[src/design/sprle_pkg.sv]
// ----------------------------------------------------------------------------
// Subpicture RLE decoder package
// Types, constants and register indexes shared by the decoder modules.
// ----------------------------------------------------------------------------
package sprle_pkg;

	localparam int DEF_QUEUE_DEPTH = 2;

	localparam logic [9:0] WIDTH_RESET  = 10'd720;
	localparam logic [9:0] HEIGHT_RESET = 10'd480;
	localparam logic [9:0] MIN_WIDTH    = 10'd64;

	// configuration register indexes
	localparam logic REG_IMAGE_WIDTH  = 1'b0;
	localparam logic REG_IMAGE_HEIGHT = 1'b1;

	// code completion thresholds
	localparam logic [15:0] CODE1_MIN = 16'h0004;
	localparam logic [15:0] CODE2_MIN = 16'h0010;
	localparam logic [15:0] CODE3_MIN = 16'h0040;
	localparam logic [15:0] FILL_MAX  = 16'h0003;

	typedef enum logic [1:0] {
		PH_TOP,
		PH_SKIP,
		PH_BOTTOM,
		PH_DONE
	} phase_t;

	typedef enum logic [1:0] {
		ST_NIBBLE,
		ST_RUN,
		ST_FLUSH
	} back_state_t;

	typedef struct packed {
		logic [3:0] hi_nib;
		logic [3:0] lo_nib;
		logic       bottom_start;
		logic       last_byte;
	} item_t;

	typedef struct packed {
		logic [9:0] row;
		logic [9:0] column;
		logic [9:0] run_length;
		logic [1:0] colour;
	} seg_t;

	typedef struct packed {
		logic push;   // new segment into the pending slot
		logic close;  // byte finished: send pending segment marked last
	} emit_ctl_t;

endpackage

[src/design/sprle_front.sv]
// ----------------------------------------------------------------------------
// Subpicture RLE front end
// Accepts coded bytes, splits them into nibbles with their marks and holds
// them in a short queue for the decoder.
// ----------------------------------------------------------------------------
module sprle_front #(
	parameter int DEPTH = sprle_pkg::DEF_QUEUE_DEPTH
) (
	input  logic                clk,
	input  logic                arst_n,
	input  logic                in_valid,
	output logic                in_stall,
	input  logic [7:0]          rle_byte,
	input  logic                bottom_start,
	input  logic                last_byte,
	output logic                head_valid,
	output sprle_pkg::item_t    head,
	input  logic                pop
);

	localparam int PTR_W = (DEPTH > 1) ? $clog2(DEPTH) : 1;
	localparam int CNT_W = $clog2(DEPTH + 1);

	sprle_pkg::item_t   mem_q [DEPTH];
	logic [PTR_W-1:0]   wr_ptr_q;
	logic [PTR_W-1:0]   rd_ptr_q;
	logic [CNT_W-1:0]   count_q;
	logic               push;
	sprle_pkg::item_t   item_in;

	assign in_stall   = (count_q == CNT_W'(DEPTH));
	assign push       = in_valid && !in_stall;
	assign head_valid = (count_q != '0);
	assign head       = mem_q[rd_ptr_q];

	always_comb begin
		item_in.hi_nib       = rle_byte[7:4];
		item_in.lo_nib       = rle_byte[3:0];
		item_in.bottom_start = bottom_start;
		item_in.last_byte    = last_byte;
	end

	always_ff @(posedge clk) begin
		if (push) begin
			mem_q[wr_ptr_q] <= item_in;
		end
	end

	always_ff @(posedge clk or negedge arst_n) begin
		if (!arst_n) begin
			wr_ptr_q <= '0;
			rd_ptr_q <= '0;
			count_q  <= '0;
		end else begin
			if (push) begin
				wr_ptr_q <= (wr_ptr_q == PTR_W'(DEPTH - 1)) ? '0 : wr_ptr_q + 1'b1;
			end
			if (pop) begin
				rd_ptr_q <= (rd_ptr_q == PTR_W'(DEPTH - 1)) ? '0 : rd_ptr_q + 1'b1;
			end
			if (push && !pop) begin
				count_q <= count_q + 1'b1;
			end else if (pop && !push) begin
				count_q <= count_q - 1'b1;
			end
		end
	end

endmodule

[src/design/sprle_back.sv]
// ----------------------------------------------------------------------------
// Subpicture RLE decode sequencer
// Builds variable-length codes one nibble a cycle, splits runs into line
// segments one a cycle, tracks row, column and field; waits on a full slot.
// ----------------------------------------------------------------------------
module sprle_back (
	input  logic                    clk,
	input  logic                    arst_n,
	input  logic [9:0]              image_width,
	input  logic [9:0]              image_height,
	input  logic                    head_valid,
	input  sprle_pkg::item_t        head,
	output logic                    pop,
	output sprle_pkg::emit_ctl_t    ctl,
	output sprle_pkg::seg_t         seg,
	input  logic                    emit_ready
);

	sprle_pkg::back_state_t state_q, state_d;
	sprle_pkg::phase_t      phase_q, ph_d, ph_b;
	logic [11:0]            accum_q, acc_d, acc_b;
	logic [1:0]             nheld_q, nh_d, nh_b;
	logic [9:0]             col_q, col_d, col_b;
	logic [10:0]            row_q, row_d, row_b;
	logic                   sel_q, sel_d;
	logic                   drop_q, drop_d;
	logic [13:0]            run_q, run_d;
	logic [1:0]             colour_q, colour_d;

	logic                   bs_apply;
	logic [9:0]             w;
	logic [3:0]             nib;
	logic [15:0]            code;
	logic                   code_done;
	logic                   is_fill;
	logic                   dec_b;
	logic [10:0]            row_next;
	logic [9:0]             room;
	logic [9:0]             seg_len;
	logic [10:0]            col_sum;
	logic                   le;
	logic                   adv;
	logic                   push;
	logic                   finish;
	logic                   commit;

	assign w    = (image_width < sprle_pkg::MIN_WIDTH) ? sprle_pkg::MIN_WIDTH : image_width;
	assign nib  = sel_q ? head.lo_nib : head.hi_nib;

	// a bottom-field mark while skipping restarts decoding at row 1
	assign bs_apply = (state_q == sprle_pkg::ST_NIBBLE) && head_valid && !sel_q
		&& head.bottom_start && (phase_q == sprle_pkg::PH_SKIP);

	always_comb begin
		if (bs_apply) begin
			ph_b  = sprle_pkg::PH_BOTTOM;
			acc_b = '0;
			nh_b  = '0;
			col_b = '0;
			row_b = 11'd1;
		end else begin
			ph_b  = phase_q;
			acc_b = accum_q;
			nh_b  = nheld_q;
			col_b = col_q;
			row_b = row_q;
		end
	end

	assign dec_b    = (ph_b == sprle_pkg::PH_TOP) || (ph_b == sprle_pkg::PH_BOTTOM);
	assign code     = {acc_b, nib};
	assign is_fill  = (nh_b == 2'd3) && (code <= sprle_pkg::FILL_MAX);
	assign row_next = row_b + 11'd2;
	assign room     = w - col_q;
	assign seg_len  = (run_q < {4'b0, room}) ? run_q[9:0] : room;
	assign col_sum  = {1'b0, col_q} + {1'b0, seg_len};

	always_comb begin
		case (nh_b)
			2'd0:    code_done = (code >= sprle_pkg::CODE1_MIN);
			2'd1:    code_done = (code >= sprle_pkg::CODE2_MIN);
			2'd2:    code_done = (code >= sprle_pkg::CODE3_MIN);
			default: code_done = 1'b1;
		endcase
	end

	always_comb begin
		state_d  = state_q;
		ph_d     = ph_b;
		acc_d    = acc_b;
		nh_d     = nh_b;
		col_d    = col_b;
		row_d    = row_b;
		sel_d    = sel_q;
		drop_d   = drop_q;
		run_d    = run_q;
		colour_d = colour_q;
		le       = 1'b0;
		adv      = 1'b0;
		push     = 1'b0;
		finish   = 1'b0;
		seg.row        = row_b[9:0];
		seg.column     = col_b;
		seg.run_length = seg_len;
		seg.colour     = colour_q;

		case (state_q)
			sprle_pkg::ST_NIBBLE: begin
				if (head_valid) begin
					if (!dec_b) begin
						adv = 1'b1;
					end else if (row_b >= {1'b0, image_height}) begin
						ph_d = (ph_b == sprle_pkg::PH_TOP) ? sprle_pkg::PH_SKIP
							: sprle_pkg::PH_DONE;
						adv  = 1'b1;
					end else if (!code_done) begin
						acc_d = code[11:0];
						nh_d  = nh_b + 2'd1;
						adv   = 1'b1;
					end else begin
						acc_d = '0;
						nh_d  = '0;
						if (is_fill) begin
							// fill to the end of the line
							if (col_b < w) begin
								push           = 1'b1;
								seg.run_length = w - col_b;
								seg.colour     = code[1:0];
							end
							le  = 1'b1;
							adv = 1'b1;
						end else begin
							run_d    = code[15:2];
							colour_d = code[1:0];
							state_d  = sprle_pkg::ST_RUN;
						end
					end
				end
			end
			sprle_pkg::ST_RUN: begin
				if ((run_q == '0) || !dec_b) begin
					adv = 1'b1;
				end else if (col_q >= w) begin
					le = 1'b1;
				end else begin
					push  = 1'b1;
					col_d = col_sum[9:0];
					run_d = run_q - {4'b0, seg_len};
					if (col_sum >= {1'b0, w}) begin
						le = 1'b1;
					end
				end
			end
			sprle_pkg::ST_FLUSH: begin
				finish = emit_ready;
			end
			default: begin
				state_d = sprle_pkg::ST_NIBBLE;
			end
		endcase

		// line end: wrap to the next row of this field, drop the rest of the byte
		if (le) begin
			drop_d = 1'b1;
			col_d  = '0;
			acc_d  = '0;
			nh_d   = '0;
			row_d  = row_next;
			if (row_next >= {1'b0, image_height}) begin
				ph_d = (ph_b == sprle_pkg::PH_TOP) ? sprle_pkg::PH_SKIP : sprle_pkg::PH_DONE;
			end
		end

		if (adv) begin
			if (!sel_q && !drop_d) begin
				sel_d   = 1'b1;
				state_d = sprle_pkg::ST_NIBBLE;
			end else if (!push && emit_ready) begin
				finish = 1'b1;
			end else begin
				state_d = sprle_pkg::ST_FLUSH;
			end
		end

		if (finish) begin
			sel_d   = 1'b0;
			drop_d  = 1'b0;
			state_d = sprle_pkg::ST_NIBBLE;
			if (head.last_byte) begin
				ph_d  = sprle_pkg::PH_TOP;
				acc_d = '0;
				nh_d  = '0;
				col_d = '0;
				row_d = '0;
			end
		end
	end

	// hold the whole step while the segment slot is full
	assign commit    = !(push && !emit_ready);
	assign ctl.push  = push && emit_ready;
	assign ctl.close = finish;
	assign pop       = finish;

	always_ff @(posedge clk or negedge arst_n) begin
		if (!arst_n) begin
			state_q <= sprle_pkg::ST_NIBBLE;
			phase_q <= sprle_pkg::PH_TOP;
			accum_q <= '0;
			nheld_q <= '0;
			col_q   <= '0;
			row_q   <= '0;
			sel_q   <= 1'b0;
			drop_q  <= 1'b0;
		end else if (commit) begin
			state_q <= state_d;
			phase_q <= ph_d;
			accum_q <= acc_d;
			nheld_q <= nh_d;
			col_q   <= col_d;
			row_q   <= row_d;
			sel_q   <= sel_d;
			drop_q  <= drop_d;
		end
	end

	always_ff @(posedge clk) begin
		if (commit) begin
			run_q    <= run_d;
			colour_q <= colour_d;
		end
	end

endmodule

[src/design/sprle_emit.sv]
// ----------------------------------------------------------------------------
// Subpicture RLE segment output stage
// Holds one segment back until the next one or the end of its byte is known,
// so the last segment of a byte can be marked, then drives the output register.
// ----------------------------------------------------------------------------
module sprle_emit (
	input  logic                    clk,
	input  logic                    arst_n,
	input  sprle_pkg::emit_ctl_t    ctl,
	input  sprle_pkg::seg_t         seg,
	output logic                    ready,
	output logic                    out_valid,
	input  logic                    out_stall,
	output logic [9:0]              row,
	output logic [9:0]              column,
	output logic [9:0]              run_length,
	output logic [1:0]              colour,
	output logic                    last_of_run
);

	logic               pend_v_q;
	sprle_pkg::seg_t    pend_q;
	logic               out_v_q;
	sprle_pkg::seg_t    out_q;
	logic               out_last_q;
	logic               out_free;
	logic               move;

	assign out_free = !out_v_q || !out_stall;
	assign ready    = !pend_v_q || out_free;
	assign move     = pend_v_q && (ctl.push || ctl.close);

	always_ff @(posedge clk or negedge arst_n) begin
		if (!arst_n) begin
			pend_v_q <= 1'b0;
			out_v_q  <= 1'b0;
		end else begin
			if (move) begin
				out_v_q <= 1'b1;
			end else if (!out_stall) begin
				out_v_q <= 1'b0;
			end
			if (ctl.push) begin
				pend_v_q <= 1'b1;
			end else if (ctl.close) begin
				pend_v_q <= 1'b0;
			end
		end
	end

	always_ff @(posedge clk) begin
		if (move) begin
			out_q      <= pend_q;
			out_last_q <= ctl.close;
		end
		if (ctl.push) begin
			pend_q <= seg;
		end
	end

	assign out_valid   = out_v_q;
	assign row         = out_q.row;
	assign column      = out_q.column;
	assign run_length  = out_q.run_length;
	assign colour      = out_q.colour;
	assign last_of_run = out_last_q;

endmodule

[src/design/subpicture_rle_decoder.sv]
// ----------------------------------------------------------------------------
// Subpicture RLE decoder
// Decodes interlaced 2-bit run-length coded subpicture bytes into run
// segments (row, column, length, colour).
//
//   channel   direction  handshake              payload
//   input     in         in_valid / in_stall    rle_byte, bottom_start, last_byte
//   output    out        out_valid / out_stall  row, column, run_length, colour,
//                                               last_of_run
//   config    in         wr_en                  wr_index, wr_data
//
// The sequencer takes a byte one nibble at a time; a fill code completed by
// the low nibble may add a flush step. Each run takes a step per line segment
// and a closing step, and one more for a line end taken before it.
// Segments leave through a pending slot and the output register, so a byte
// whose last segment is still held waits on a stalled output. The two-entry
// byte queue accepts while the sequencer is held and stalls the input when full.
// Reset clears the queue, the decode state and the output; it sets the
// image size registers to 720 by 480.
// ----------------------------------------------------------------------------
module subpicture_rle_decoder #(
	parameter int QUEUE_DEPTH = sprle_pkg::DEF_QUEUE_DEPTH
) (
	input  logic        clk,
	input  logic        arst_n,
	input  logic        in_valid,
	output logic        in_stall,
	input  logic [7:0]  rle_byte,
	input  logic        bottom_start,
	input  logic        last_byte,
	output logic        out_valid,
	input  logic        out_stall,
	output logic [9:0]  row,
	output logic [9:0]  column,
	output logic [9:0]  run_length,
	output logic [1:0]  colour,
	output logic        last_of_run,
	input  logic        wr_en,
	input  logic        wr_index,
	input  logic [9:0]  wr_data
);

	logic [9:0]             width_q;
	logic [9:0]             height_q;
	logic                   head_valid;
	sprle_pkg::item_t       head;
	logic                   pop;
	sprle_pkg::emit_ctl_t   ctl;
	sprle_pkg::seg_t        seg;
	logic                   emit_ready;

	always_ff @(posedge clk or negedge arst_n) begin
		if (!arst_n) begin
			width_q  <= sprle_pkg::WIDTH_RESET;
			height_q <= sprle_pkg::HEIGHT_RESET;
		end else if (wr_en) begin
			case (wr_index)
				sprle_pkg::REG_IMAGE_WIDTH:  width_q  <= wr_data;
				sprle_pkg::REG_IMAGE_HEIGHT: height_q <= wr_data;
				default: ;
			endcase
		end
	end

	sprle_front #(
		.DEPTH(QUEUE_DEPTH)
	) u_front (
		.clk          (clk),
		.arst_n       (arst_n),
		.in_valid     (in_valid),
		.in_stall     (in_stall),
		.rle_byte     (rle_byte),
		.bottom_start (bottom_start),
		.last_byte    (last_byte),
		.head_valid   (head_valid),
		.head         (head),
		.pop          (pop)
	);

	sprle_back u_back (
		.clk          (clk),
		.arst_n       (arst_n),
		.image_width  (width_q),
		.image_height (height_q),
		.head_valid   (head_valid),
		.head         (head),
		.pop          (pop),
		.ctl          (ctl),
		.seg          (seg),
		.emit_ready   (emit_ready)
	);

	sprle_emit u_emit (
		.clk         (clk),
		.arst_n      (arst_n),
		.ctl         (ctl),
		.seg         (seg),
		.ready       (emit_ready),
		.out_valid   (out_valid),
		.out_stall   (out_stall),
		.row         (row),
		.column      (column),
		.run_length  (run_length),
		.colour      (colour),
		.last_of_run (last_of_run)
	);

endmodule

[config.mk]
export PLATFORM = sky130hd
export DESIGN_NAME = subpicture_rle_decoder
export DESIGN_NICKNAME = d
export VERILOG_FILES = /design/src/design/sprle_pkg.sv /design/src/design/sprle_front.sv /design/src/design/sprle_back.sv /design/src/design/sprle_emit.sv /design/src/design/subpicture_rle_decoder.sv
export SDC_FILE = /design/constraint.sdc
export NUM_CORES = 1
export LEC_CHECK = 0
export ABC_AREA = 1
export BUFFER_PORTS_ARGS = -buffer_cell sky130_fd_sc_hd__buf_2
export CORE_MARGIN = 1.5
export CORE_UTILIZATION = 55
export CTS_CLUSTER_DIAMETER = 50
export CTS_CLUSTER_SIZE = 8
export DETAILED_ROUTE_END_ITERATION = 10
export PLACE_DENSITY = 0.73
export SYNTH_ARGS = -nofsm -noshare
export SYNTH_HDL_FRONTEND = slang
export SYNTH_HIERARCHICAL = 1
export SYNTH_SLANG_ARGS = --single-unit
[constraint.sdc]
create_clock -name clk -period 13.8 [get_ports clk]
set_input_delay 2.07 -clock clk [delete_from_list [all_inputs] [get_ports clk]]
set_output_delay 2.07 -clock clk [all_outputs]
set_load 0.01 [all_outputs]
# [Word-level counts from Yosys, hierarchy flattened]
# Memories as Yosys holds them, arrays and structs flattened.
# Index checks and enable logic that the tools add are counted.
# W data, S select, Z words.
[classes] n_addsub=10 eq_ne=16 n_reduce_logical=45 n_bitwise=4 n_lt_le_gt_ge=11 muxes=111
[op_table] op="$mux W12" count=16
[op_table] op="$mux W14" count=7
[op_table] op="$mux W10" count=9
[op_table] op="$mux W2" count=30
[op_table] op="$mux W11" count=4
[op_table] op="$mux W1" count=38
[op_table] op="$ge A11 B10 Y1" count=3
[op_table] op="$pmux W14 S2" count=1
[op_table] op="$sub A10 B10 Y10" count=2
[op_table] op="$ge A16 B3 Y1 const B" count=1
[op_table] op="$ge A16 B5 Y1 const B" count=1
[op_table] op="$ge A16 B7 Y1 const B" count=1
[op_table] op="$le A16 B2 Y1 const B" count=1
[op_table] op="$logic_not A14 Y1" count=1
[op_table] op="$lt A14 B10 Y1" count=1
[op_table] op="$sub A14 B10 Y14" count=1
[op_table] op="$logic_and A1 B1 Y1" count=13
[op_table] op="$reduce_bool A2 Y1" count=6
[op_table] op="$add A10 B10 Y11" count=1
[op_table] op="$add A11 B2 Y11 const B" count=1
[op_table] op="$logic_not A1 Y1" count=11
[op_table] op="$eq A2 B2 Y1 const B" count=5
[op_table] op="$ge A10 B10 Y1" count=1
[op_table] op="$lt A10 B10 Y1" count=1
[op_table] op="19 further kinds" count=41
[word_totals] ff_bits=148 output_inout_bits=35 mem_bits_rw=20 mem_count=1 elab_cells=224 inputBits=26
[mem_list] name="u_front.mem_q" depth=2 width=10 rd=1 rd_ports_with_merged_regs=0 write_ports=1 line="sprle_front.sv:24" source="sprle_pkg::item_t mem_q [DEPTH];"

# [Longest topological paths before layout]
# Gate-level depths: netlist of run 1.
[depth] depth_word=22 depth_mapped=54 depth_no_buf=53

# [Modules after synthesis]
# Netlist of run 1, hierarchy kept.
[by_module_without_submodules] module="sprle_back" area_each_um2=6945.4 instances=1 cells_per_inst=1067 seq_area_each_um2=1506.4
[by_module_without_submodules] module="sprle_emit" area_each_um2=2034.5 instances=1 cells_per_inst=74 seq_area_each_um2=2001.9
[by_module_without_submodules] module="sprle_front" area_each_um2=980.9 instances=1 cells_per_inst=60 seq_area_each_um2=700.7
[by_module_without_submodules] module="subpicture_rle_decoder" area_each_um2=818.3 instances=1 cells_per_inst=87 seq_area_each_um2=510.5

# [Worst setup path before layout of run 1]
# OpenSTA, ideal clock, no wires.
[synth_path] path_kind="register to register" from="register width_q[7]" to="register u_emit.out_q, in the netlist u_emit/colour[0] (enable)" period_less_slack_ns=7.447 setup_ns=0.388 arrival_time_ns=7.059 stages_incl_launch_ff=47 required_time_ns=13.412 slack_ns=6.353 path_cell_list="dfstp_2 -> nor2_1 -> nand2_2 -> nand2_1 -> nor2_1 -> inv_1 -> nand2_1 -> inv_1 -> ha_1 -> or2_2 -> a31oi_1 -> o21bai_1 -> xnor2_1 -> ha_1 -> nand2_1 -> nor2_1 -> a2111oi_0 -> nand2_1 -> (+11 left out) -> nand2_1 -> a21oi_1 -> xnor2_1 -> ha_1 -> nand2_1 -> nor2_1 -> a211oi_1 -> nand4_1 -> a21oi_1 -> nand3_1 -> o21ai_1 -> nand3_2 -> nand3_2 -> nand2_1 -> inv_1 -> buf_4 -> o21ai_1 -> inv_1"
[synth_between] elab_chain_len=18 word_cells_on_any_way=33
[synth_lines] item="from (decl)" line="subpicture_rle_decoder.sv:43" source="logic [9:0] width_q;"
[synth_lines] item="from (signal assigned)" line="subpicture_rle_decoder.sv:54" source="width_q <= sprle_pkg::WIDTH_RESET;"
[synth_lines] item="from (signal assigned)" line="subpicture_rle_decoder.sv:58" source="sprle_pkg::REG_IMAGE_WIDTH: width_q <= wr_data;"
[synth_lines] item="$lt A10 B7 Y1" line="sprle_back.sv:47" source="assign w = (image_width < sprle_pkg::MIN_WIDTH) ? sprle_pkg::MIN_WIDTH : image_width;"
[synth_lines] item="$mux W10 (*)" line="sprle_back.sv:47"
[synth_lines] item="$sub A10 B10 Y10" line="sprle_back.sv:74" source="assign room = w - col_q;"
[synth_lines] item="$lt A14 B10 Y1" line="sprle_back.sv:75" source="assign seg_len = (run_q < {4'b0, room}) ? run_q[9:0] : room;"
[synth_lines] item="$mux W10" line="sprle_back.sv:75"
[synth_lines] item="$add A10 B10 Y11" line="sprle_back.sv:76" source="assign col_sum = {1'b0, col_q} + {1'b0, seg_len};"
[synth_lines] item="$ge A11 B10 Y1" line="sprle_back.sv:149" source="if (col_sum >= {1'b0, w}) begin"
[synth_lines] item="$mux W1" line="sprle_back.sv:149"
[synth_lines] item="(+4 left out)"
[synth_lines] item="$logic_not A1 Y1" line="sprle_back.sv:175" source="if (!sel_q && !drop_d) begin"
[synth_lines] item="$logic_and A1 B1 Y1" line="sprle_back.sv:175"
[synth_lines] item="$mux W1 (*)" line="sprle_back.sv:175"
[synth_lines] item="$mux W1 (*)" line="sprle_back.sv:174" source="if (adv) begin"
[synth_lines] item="via pop" line="subpicture_rle_decoder.sv:47" source="logic pop;"
[synth_lines] item="$logic_or A1 B1 Y1 (*)" line="sprle_emit.sv:31" source="assign move = pend_v_q && (ctl.push || ctl.close);"
[synth_lines] item="$logic_and A1 B1 Y1 (*)" line="sprle_emit.sv:31"
[synth_lines] item="via u_emit.move" line="sprle_emit.sv:27" source="logic move;"
[synth_lines] item="to (signal assigned)" line="sprle_emit.sv:53" source="out_q <= pend_q;"
[synth_lines] item="to (decl)" line="sprle_emit.sv:24" source="sprle_pkg::seg_t out_q;"
# The timed path passes the listed nets; every way through them passes the cells marked *.
# A chain may end at the register's enable or synchronous reset.

# [Final worst setup path of run 1]
[layout_path] from="register width_q[9]" to="register u_emit.out_q, in the netlist u_emit/run_length[7] (enable)"
# Same word-level chain as after synthesis.

==> impl_metrics.toml, run 1 <==
[yosys]
syn_nets = 1395
synth-warning-count = 6
yosysSeqAreaShare_pct = 43.8
synth_seq_cells = 168
synthesized_area_sq_mm = 0.0108
ys_top_cells_by_area = "edfxtp_1 (28%), dfrtp_1 (14%), nand2_1 (13%), ha_1 (9.2%), inv_1 (5.6%)"
synth_async_sr_flop_share_pct = 39.9
yosys.cell_types.count = 55
synth_area_per_cell_sq_um = 8.37
synth_enable_flop_cells = 101
synth_top_cell_area_share_pct = 28.1
synthCells = 1288
biggest_area_consumer_among_synthesized_cells = "edfxtp_1"
synthFlopType = "edfxtp_1"

[drt]
first_pass_iters = 5
num_vias = 8891
initialDrtViolationCount = 913
post_drt_via_cell_ratio = 5.51
drc_errors = 0
finalWirelength_microns = 25900
routedWlPerCell_microns = 16.0
ant_nets = 0

[clock_tree]
clk_pin_slew_ps = 70
cts_resized = 0
cts_hold_buf = 0
cts.path.max_buffers = 2
postCtsSetupRepairBufs = 0
clock_tree.htree_level_count = 4
clkLatencyLatePin_ps = 440
numCtsBuffers = 17
cts_tree = "done"
cts_sinks = 168
clock_tree.root_cell = "clkbuf_16"

[cells_and_area]
finalNetCount = 1443
final_core_util_pct = 61.1
final.fill_count = 1680
area_growth_from_synthesis_to_final_layout_pct = 9.55
layout_common_cells = "nand2_1 (372), inv_1 (161), edfxtp_1 (101)"
final_layout_size_suffix_gt1_share_pct = 13.1
antennaDiodeCount = 0
mostFrequentLayoutCell = "nand2_1"

[critical_path]
crit_arrival_ps = 8220
crit_path_frequent_cell = "nand2_1"
startpoint_type = "flip-flop"
worstSetupStartpoint = "width_q[9]$_DFFE_PN1P_"
r2r-start = "width_q[9]$_DFFE_PN1P_"
crit_path_max_cell_delay_ps = 590
critical_path_class = "flip-flop to flip-flop"
end_kind = "flip-flop"
cp.required_ps = 13880
critical_path.slowest_cell = "dfstp_2"
worstPathMaxFanout = 31

[min_path]
start_point_of_the_worst_hold_path = "u_emit/pend_q[2]$_DFFE_PP_"
hold_class = "flip-flop to flip-flop"

[grt]
grt_usage_pct = 27.0
grt_max_degree = 68
overflow_left_after_global_routing = 0
vias_in_the_first_global_route = 8330
antenna_found_initial = 0
wire_length_of_the_first_global_routing_pass_microns = 42200

[floorplanning]
placementRows = 51
io_pins = 61
die_height_microns = 143
die_width_microns = 143
starting_utilization_of_the_core_area_pct = 55.7
placeableCoreArea_sq_mm = 0.0193
floorplan.die_area_sq_mm = 0.0204

[sta]
grt_setup_unrepaired = "no"
fin_crit_ps = 8140
timing.final.hold_violations = 0
max_slew_margin_pct = 23.3
layout_worst_path_cycle_share_pct = 59.0
pin_slew_with_the_least_headroom_to_its_limit_ps = 1150
timing.clock.skew_ps = 8.66
finalSetupViolations = 0
finalSetupTns_ps = 0
max_clock_freq_ghz = 0.123
slew_viol_final = 0

[placed_design]
gpl.final_weighted_congestion = 0.954
port-buffer-count = 60
hpwl_microns = 19100

[job]
max_cap_viol_count = 0

[outcome]
run_status = "finished clean"
[layer usage]
metal,track usage (%),share of wire [%],vias to the layer above
li1,-,-,4348
met1,36.2,44,4123
met2,43.8,47,371
met3,4.96,6.5,49
met4,10.0,2.7,0
met5,0,0,-
[cell families (layout without fill, tap and decap cells)]
kind of cell    count (synthesis)  after routing  share of synthesized area (%)
fa+ha+maj                      81             81                           9.54
mux                            13             13                           1.64
buf+inv                       204            265                           8.01
simple gates                  615            615                           25.3
xor+xnor                       34             34                           2.76
compound gates                173            173                           8.97
flops                         168            168                           43.8
[per-stage QoR]
stage	area, sq um	setup WS [ps]	instances	hold WS [ps]
finish	11800	5660	1614	417
detailed placement	11200	5780	1582	405
floorplan	10800	6350	1288	400
global placement	11200	6100	1582	400
CTS	11800	5760	1614	417
global route	11800	4650	1614	420
[worst max-delay path, delay by kind of cell, from the launching register on]
| family | cells | cell delay, ps |
|---|---|---|
| fa+ha+maj | 4 | 1070 |
| simple gates | 21 | 2470 |
| flops | 1 | 590 |
| buf+inv | 6 | 950 |
| compound gates | 12 | 2300 |
| xor+xnor | 2 | 350 |
[cells in the mapped netlist, drive strengths merged (2+ instances only)]
master / count
nor4: 3
dfrtp: 59
dfstp: 8
a21oi: 43
a211oi: 4
edfxtp: 101
clkbuf: 13
nor3: 6
or2: 10
nand4: 14
inv: 169
o211ai: 4
o21bai: 4
ha: 79
nand3b: 4
o21a: 4
o21ai: 86
a221oi: 2
a21o: 4
o22ai: 9
nor3b: 2
mux2i: 3
buf: 21
nor2: 102
xor2: 18
nand3: 82
xnor2: 16
nand2: 391
fa: 2
mux2: 10
a31oi: 7
[registers in the layout (all words and copies together), names as in the netlist, 2 cells and up]
signal / count
u_emit/pend_q: 32
u_front/mem_q: 20
u_back/run_q: 14
u_back/accum_q: 12
u_back/row_q: 11
height_q: 10
u_back/col_q: 10
u_emit/column: 10
u_emit/row: 10
u_emit/run_length: 10
width_q: 10
u_back/colour_q: 2
u_back/nheld_q: 2
u_back/phase_q: 2
u_back/state_q: 2
u_emit/colour: 2
u_front/count_q: 2
[final timing paths]
kind	slack, ps	endpoint	cells past startpoint
setup / recovery	5660	u_emit/run_length[7]$_DFFE_PP_	45
hold / removal	420	u_emit/run_length[0]$_DFFE_PP_	0
setup reg to reg	5660	u_emit/run_length[7]$_DFFE_PP_	45
hold reg to reg	420	u_emit/run_length[0]$_DFFE_PP_	0
max in group asynchronous	11360	width_q[1]$_DFFE_PN0P_	2
min in group asynchronous	1830	u_back/accum_q[10]$_DFFE_PN0N_	2
[layout make-up]
class | count | area (sq um) | share of cell area, %
Clock buffer | 21 | 440 | 3.73
Clock inverter | 11 | 148 | 1.25
Inverter | 170 | 638 | 5.40
Multi-Input combinational cell | 916 | 5210 | 44.1
Sequential cell | 168 | 4720 | 40.0
Tap cell | 265 | 332 | 2.81
Timing Repair Buffer | 63 | 323 | 2.73
Power of run 1 is not shown: default switching activity piles up to over one toggle a cycle in this logic, so the estimate is an artifact.
==> run 2: changes to the inputs <==
- PLACE_DENSITY: 0.73 -> 0.76
- clock period: 13.8 -> 6.85 ns (I/O delays scaled with it)
==> run 2 against run 1 <==
The flow now finishes with violations (setup timing). Count of clock-buffer cells in the layout fell by 3. Flip-flop and latch count did not move. Hold slack improved by 1.4 ps. Die area unchanged. Final area rose by 8.8%. Register-to-register slack got worse by 5900 ps. Via count up 4.8%. Highest routed layer unchanged.
==> impl_metrics.toml, run 2 (synthesis gave the netlist of run 1 again) <==
[clock_tree]
cts_hold_buf = 0
cts_sinks = 168
clkLatencyLatePin_ps = 440
clock_tree.root_cell = "clkbuf_16"
clk_pin_slew_ps = 70
cts.path.max_buffers = 2
clock_tree.htree_level_count = 4
numCtsBuffers = 17
cts_tree = "done"

[critical_path]
startpoint_type = "flip-flop"
end_kind = "flip-flop"
crit_arrival_ps = 7320
cp.required_ps = 7050
critical_path_class = "flip-flop to flip-flop"
regToRegSetupSlack_ps = -270
critical_path.slowest_cell = "dfstp_2"
crit_path_frequent_cell = "nand2_1"
reg2reg_depth = 49
worstPathMaxFanout = 8
crit_path_max_cell_delay_ps = 560

[sta]
finalSetupTns_ps = -8280
max_clock_freq_ghz = 0.141
layout_worst_path_cycle_share_pct = 104
pin_slew_with_the_least_headroom_to_its_limit_ps = 917
grt_setup_unrepaired = "yes"
fin_crit_ps = 7120
slew_viol_final = 0
postLayoutSetupSlackWorst_ps = -265
max_slew_margin_pct = 38.9
timing.final.hold_violations = 0
finalSetupViolations = 35
timing.clock.skew_ps = 9.07

[grt]
wire_length_of_the_first_global_routing_pass_microns = 43500
overflow_left_after_global_routing = 0
grt_usage_pct = 27.7
antenna_found_initial = 0
vias_in_the_first_global_route = 8606
grt_max_degree = 68

[placed_design]
dp_slack_ps = -276
gpl.final_weighted_congestion = 0.943
hpwl_microns = 20300
port-buffer-count = 60
placed_area_sq_mm = 0.0117

[drt]
routedWlPerCell_microns = 17.0
ant_nets = 0
first_pass_iters = 5
drc_errors = 0
finalWirelength_microns = 28700
num_vias = 9314
initialDrtViolationCount = 1022
post_drt_via_cell_ratio = 5.52

[outcome]
run_status = "finished, violations left"
violated_checks = "setup timing"

[cells_and_area]
antennaDiodeCount = 0
finalNetCount = 1515
area_growth_from_synthesis_to_final_layout_pct = 19.2
finish.instance_area_sq_mm = 0.0128
layout_common_cells = "nand2_1 (359), inv_1 (152), edfxtp_1 (101)"
final_layout_size_suffix_gt1_share_pct = 21.7
top_regs = "u_emit/pend_q x32, u_front/mem_q x20, u_back/run_q x14"
registers.top_by_ff_count = "u_emit/pend_q"
flip_flop_count_of_the_largest_register_after_layout = 32
mostFrequentLayoutCell = "nand2_1"

[floorplanning]
die_height_microns = 143
starting_utilization_of_the_core_area_pct = 55.7
floorplan.die_area_sq_mm = 0.0204
io_pins = 61
placeableCoreArea_sq_mm = 0.0193
placementRows = 51
die_width_microns = 143

[min_path]
hold_class = "flip-flop to flip-flop"
hold-path-cell-count = 0

[job]
max_cap_viol_count = 0
==> run 2: through the flow <==
| stage | utilization (%) | std cells | hold WS (ps) |
|---|---|---|---|
| after floorplan | - | 1288 | 400 |
| final | 66.5 | 1686 | 419 |
| after CTS | 64.1 | 1668 | 420 |
| after detailed placement | 60.8 | 1634 | 405 |
| after global placement | 60.8 | 1634 | 400 |
| after global routing | 66.5 | 1686 | 419 |
==> run 2: routing by layer <==
metal	vias to the layer above	part of all wire (%)	wire [microns]	track usage, %
met2	413	47	13500	45.8
met1	4308	42	12000	36.3
met3	94	7.1	2020	4.80
met5	-	0	0	0
li1	4499	-	-	-
met4	0	4.0	1160	11.2
==> run 2: final cells by class <==
| type | instances | area (sq um) |
|---|---|---|
| fill | 1544 | 6490 |
| multi-input combinational | 916 | 5510 |
| sequential | 168 | 4720 |
| timing repair buffer | 135 | 1040 |
| inverter | 170 | 648 |
| clock buffer | 18 | 429 |
| tap | 265 | 332 |
| clock inverter | 14 | 175 |
==> run 2: worst paths after layout <==
check,startpoint,end
setup / recovery,width_q[6]$_DFFE_PN1P_,u_emit/last_of_run$_DFFE_PP_
hold / removal,u_emit/pend_q[7]$_DFFE_PP_,u_emit/run_length[5]$_DFFE_PP_
setup reg to reg,width_q[6]$_DFFE_PN1P_,u_emit/last_of_run$_DFFE_PP_
hold reg to reg,u_emit/pend_q[7]$_DFFE_PP_,u_emit/run_length[5]$_DFFE_PP_
max in group asynchronous,arst_n,u_back/col_q[6]$_DFFE_PN0N_
min in group asynchronous,arst_n,u_back/accum_q[10]$_DFFE_PN0N_
==> run 2: critical path: cells and delay by family (launching register included) <==
kind	cells	cell delay (ps)
compound gates	13	2240
xor+xnor	1	160
fa+ha+maj	3	790
buf+inv	8	940
flops	1	560
simple gates	24	2190
==> run 2: what timing repair did <==
action / 4_1_cts / 5_1_grt
resized for setup: 9 / 53
cloned: 0 / 6
setup buffers: 2 / 14
hold endpoints to repair: 0 / 0
pin swaps: 5 / 39
setup endpoints to repair: 35 / 80
Power of run 2 is left out for the same reason.
==> run 3: changes to the inputs <==
- ABC_AREA: 1 -> default
==> run 3 against run 2 <==
The run ends with DRC, setup timing left. Flip-flop and latch count unchanged. Critical endpoint is now u_emit/run_length[8]$_DFFE_PP_. First-iteration DRC count shrank 34%. Final cell count decreased by 19%. Register-to-register slack got worse by 630 ps. Hold slack got worse by 4.3 ps. Maximum frequency fell by 8.1%. Highest routed layer unchanged. Routed wire length shrank 4.3%. Critical path type unchanged.
==> impl_metrics.toml, run 3 <==
[power]
static-leakage-power_nw = 5.67
vdd.ir_drop.worst_uv = 294
cellPowerDensity_mw_per_mm2 = 614

[sta]
postLayoutSetupSlackWorst_ps = -891
max_slew_margin_pct = 36.7
max_clock_freq_ghz = 0.129
timing.final.hold_violations = 0
grt_setup_unrepaired = "yes"
fin_crit_ps = 7740
finalSetupViolations = 79
pin_slew_with_the_least_headroom_to_its_limit_ps = 949
slew_viol_final = 0
timing.clock.skew_ps = 11.1
layout_worst_path_cycle_share_pct = 113

[drt]
ant_nets = 0
first_pass_iters = 8
post_drt_via_cell_ratio = 6.03
drc_errors = 13
finalWirelength_microns = 27500
num_vias = 8252
met2WireLength_microns = 13200
routedWlPerCell_microns = 20.1
wl_met1_microns = 11500
uppermost_layer_routed = "met4"
initialDrtViolationCount = 675
wl_met3_microns = 1980

[cells_and_area]
finish.instance_area_sq_mm = 0.0129
registers.top_by_ff_count = "u_emit/pend_q"
area_growth_from_synthesis_to_final_layout_pct = 26.3
fin_cells = 1369
antennaDiodeCount = 0
top_regs = "u_emit/pend_q x32, u_front/mem_q x20, u_back/run_q x14"
flip_flop_count_of_the_largest_register_after_layout = 32
final_layout_size_suffix_gt1_share_pct = 32.3
layout_common_cells = "buf_4 (119), edfxtp_1 (101), inv_1 (83)"
finalNetCount = 1234
mostFrequentLayoutCell = "buf_4"

[yosys]
synthCells = 939
synth_enable_flop_cells = 101
synth_top_cell_area_share_pct = 29.6
synth_async_sr_flop_share_pct = 39.9
synth.cells.most_frequent = "edfxtp_1 (101), inv_1 (86), ha_1 (79)"
yosysSeqAreaShare_pct = 46.1
synth-warning-count = 6
synthesized_area_sq_mm = 0.0102
synthMostInstantiatedCell = "edfxtp_1"
synth_area_per_cell_sq_um = 10.9
ys_top_cells_by_area = "edfxtp_1 (30%), dfrtp_1 (14%), ha_1 (9.7%), inv_1 (3.2%), mux2_2 (2.9%)"
synthFlopType = "edfxtp_1"
yosys.cell_types.count = 85
synth_seq_cells = 168
biggest_area_consumer_among_synthesized_cells = "edfxtp_1"
syn_nets = 1046

[critical_path]
cp.required_ps = 7060
cpLargestDelayFamily = "compound AO/OA/AOI/OAI gates"
critPathBufInv = 4
crit_path_max_cell_delay_ps = 580
critical_path.slowest_cell = "or4_4"
crit_arrival_ps = 7950
worstPathMaxFanout = 8
startpoint_type = "flip-flop"
end_kind = "flip-flop"
critical_path_class = "flip-flop to flip-flop"

[placed_design]
port-buffer-count = 60
gpl.final_weighted_congestion = 0.953
placed_area_sq_mm = 0.0117
hpwl_microns = 19200
numPlacedInstances = 1306

[grt]
wire_length_of_the_first_global_routing_pass_microns = 42400
vias_in_the_first_global_route = 7928
grt_max_degree = 68
overflow_left_after_global_routing = 0
antenna_found_initial = 0
grt_usage_pct = 28.4

[clock_tree]
cts_tree = "done"
clock_tree.htree_level_count = 4
cts_sinks = 168
clkLatencyLatePin_ps = 440
cts.path.max_buffers = 2
clock_tree.root_cell = "clkbuf_16"
clk_pin_slew_ps = 70
numCtsBuffers = 17

[floorplanning]
io_pins = 61
placeableCoreArea_sq_mm = 0.0181
floorplan.die_area_sq_mm = 0.0194
placementRows = 49
die_width_microns = 139
die_height_microns = 139
starting_utilization_of_the_core_area_pct = 56.6

[job]
max_cap_viol_count = 0

[outcome]
run_status = "finished, violations left"
violated_checks = "DRC, setup timing"

[min_path]
hold_class = "flip-flop to flip-flop"
## run 3: layer usage
layer | vias up | track usage [%]
li1 | 3842 | -
met1 | 3988 | 37.3
met2 | 358 | 47.3
met3 | 64 | 5.40
met4 | 0 | 10.2
met5 | - | 0
## run 3: final timing paths
check / cells after the start / to / startpoint / slack, ps
worst max-delay path: 36 / u_emit/run_length[8]$_DFFE_PP_ / width_q[9]$_DFFE_PN1P_ / -890
worst min-delay path: 0 / u_emit/row[1]$_DFFE_PP_ / u_emit/pend_q[23]$_DFFE_PP_ / 410
worst max register to register: 36 / u_emit/run_length[8]$_DFFE_PP_ / width_q[9]$_DFFE_PN1P_ / -890
worst min register to register: 0 / u_emit/row[1]$_DFFE_PP_ / u_emit/pend_q[23]$_DFFE_PP_ / 410
max in group asynchronous: 2 / width_q[8]$_DFFE_PN0P_ / arst_n / 5390
min in group asynchronous: 2 / u_back/col_q[7]$_DFFE_PN0N_ / arst_n / 780
## run 3: cell type report
cell class / instances / area, sq um
well taps: 229 / 287
fillers: 1255 / 5160
clock buffers: 19 / 433
inverters: 86 / 323
repair buffers: 197 / 1490
flip-flops and latches: 168 / 4720
multi-input cells: 657 / 5520
clock inverters: 13 / 155
## run 3: metrics by stage
| stage | setup TNS (ps) | hold WS, ps | setup WS [ps] | utilization, % | power (W) |
|---|---|---|---|---|---|
| after floorplan | -82300 | 400 | -1390 | - | 0.00462 |
| after global placement | -61420 | 400 | -905 | 64.4 | 0.00604 |
| after detailed placement | -71410 | 405 | -1060 | 64.4 | 0.00615 |
| after CTS | -49560 | 414 | -728 | 70.2 | 0.00763 |
| after global routing | -94530 | 419 | -1320 | 71.5 | 0.00840 |
| final | -61560 | 414 | -891 | 71.5 | 0.00793 |
## run 3: what timing repair did
item | in CTS | in global routing
gates resized for setup | 53 | 28
pin swaps | 32 | 9
buffers inserted | 18 | 9
cloned | 5 | 1
hold buffers | 0 | 0
endpoints found under the setup margin | 79 | 82
## run 3: where the power goes
group	internal [W]	switching, W
combinational	0.00238	0.00267
sequential	0.00167	0.000252
clock	0.000547	0.000426
total	0.00459	0.00334
## run 3: kinds of logic after synthesis
| family | after synthesis | synth area share (%) |
|---|---|---|
| AOI/OAI and AO/OA | 231 | 17.0 |
| DFF | 168 | 46.1 |
| buffers and inverters | 115 | 4.69 |
| adders and majority gates | 85 | 10.4 |
| xor gates and xnor gates | 45 | 3.92 |
| muxes | 46 | 5.26 |
| and+or+nand+nor | 249 | 12.6 |
Note: power is estimated with default switching activity, not from simulation.
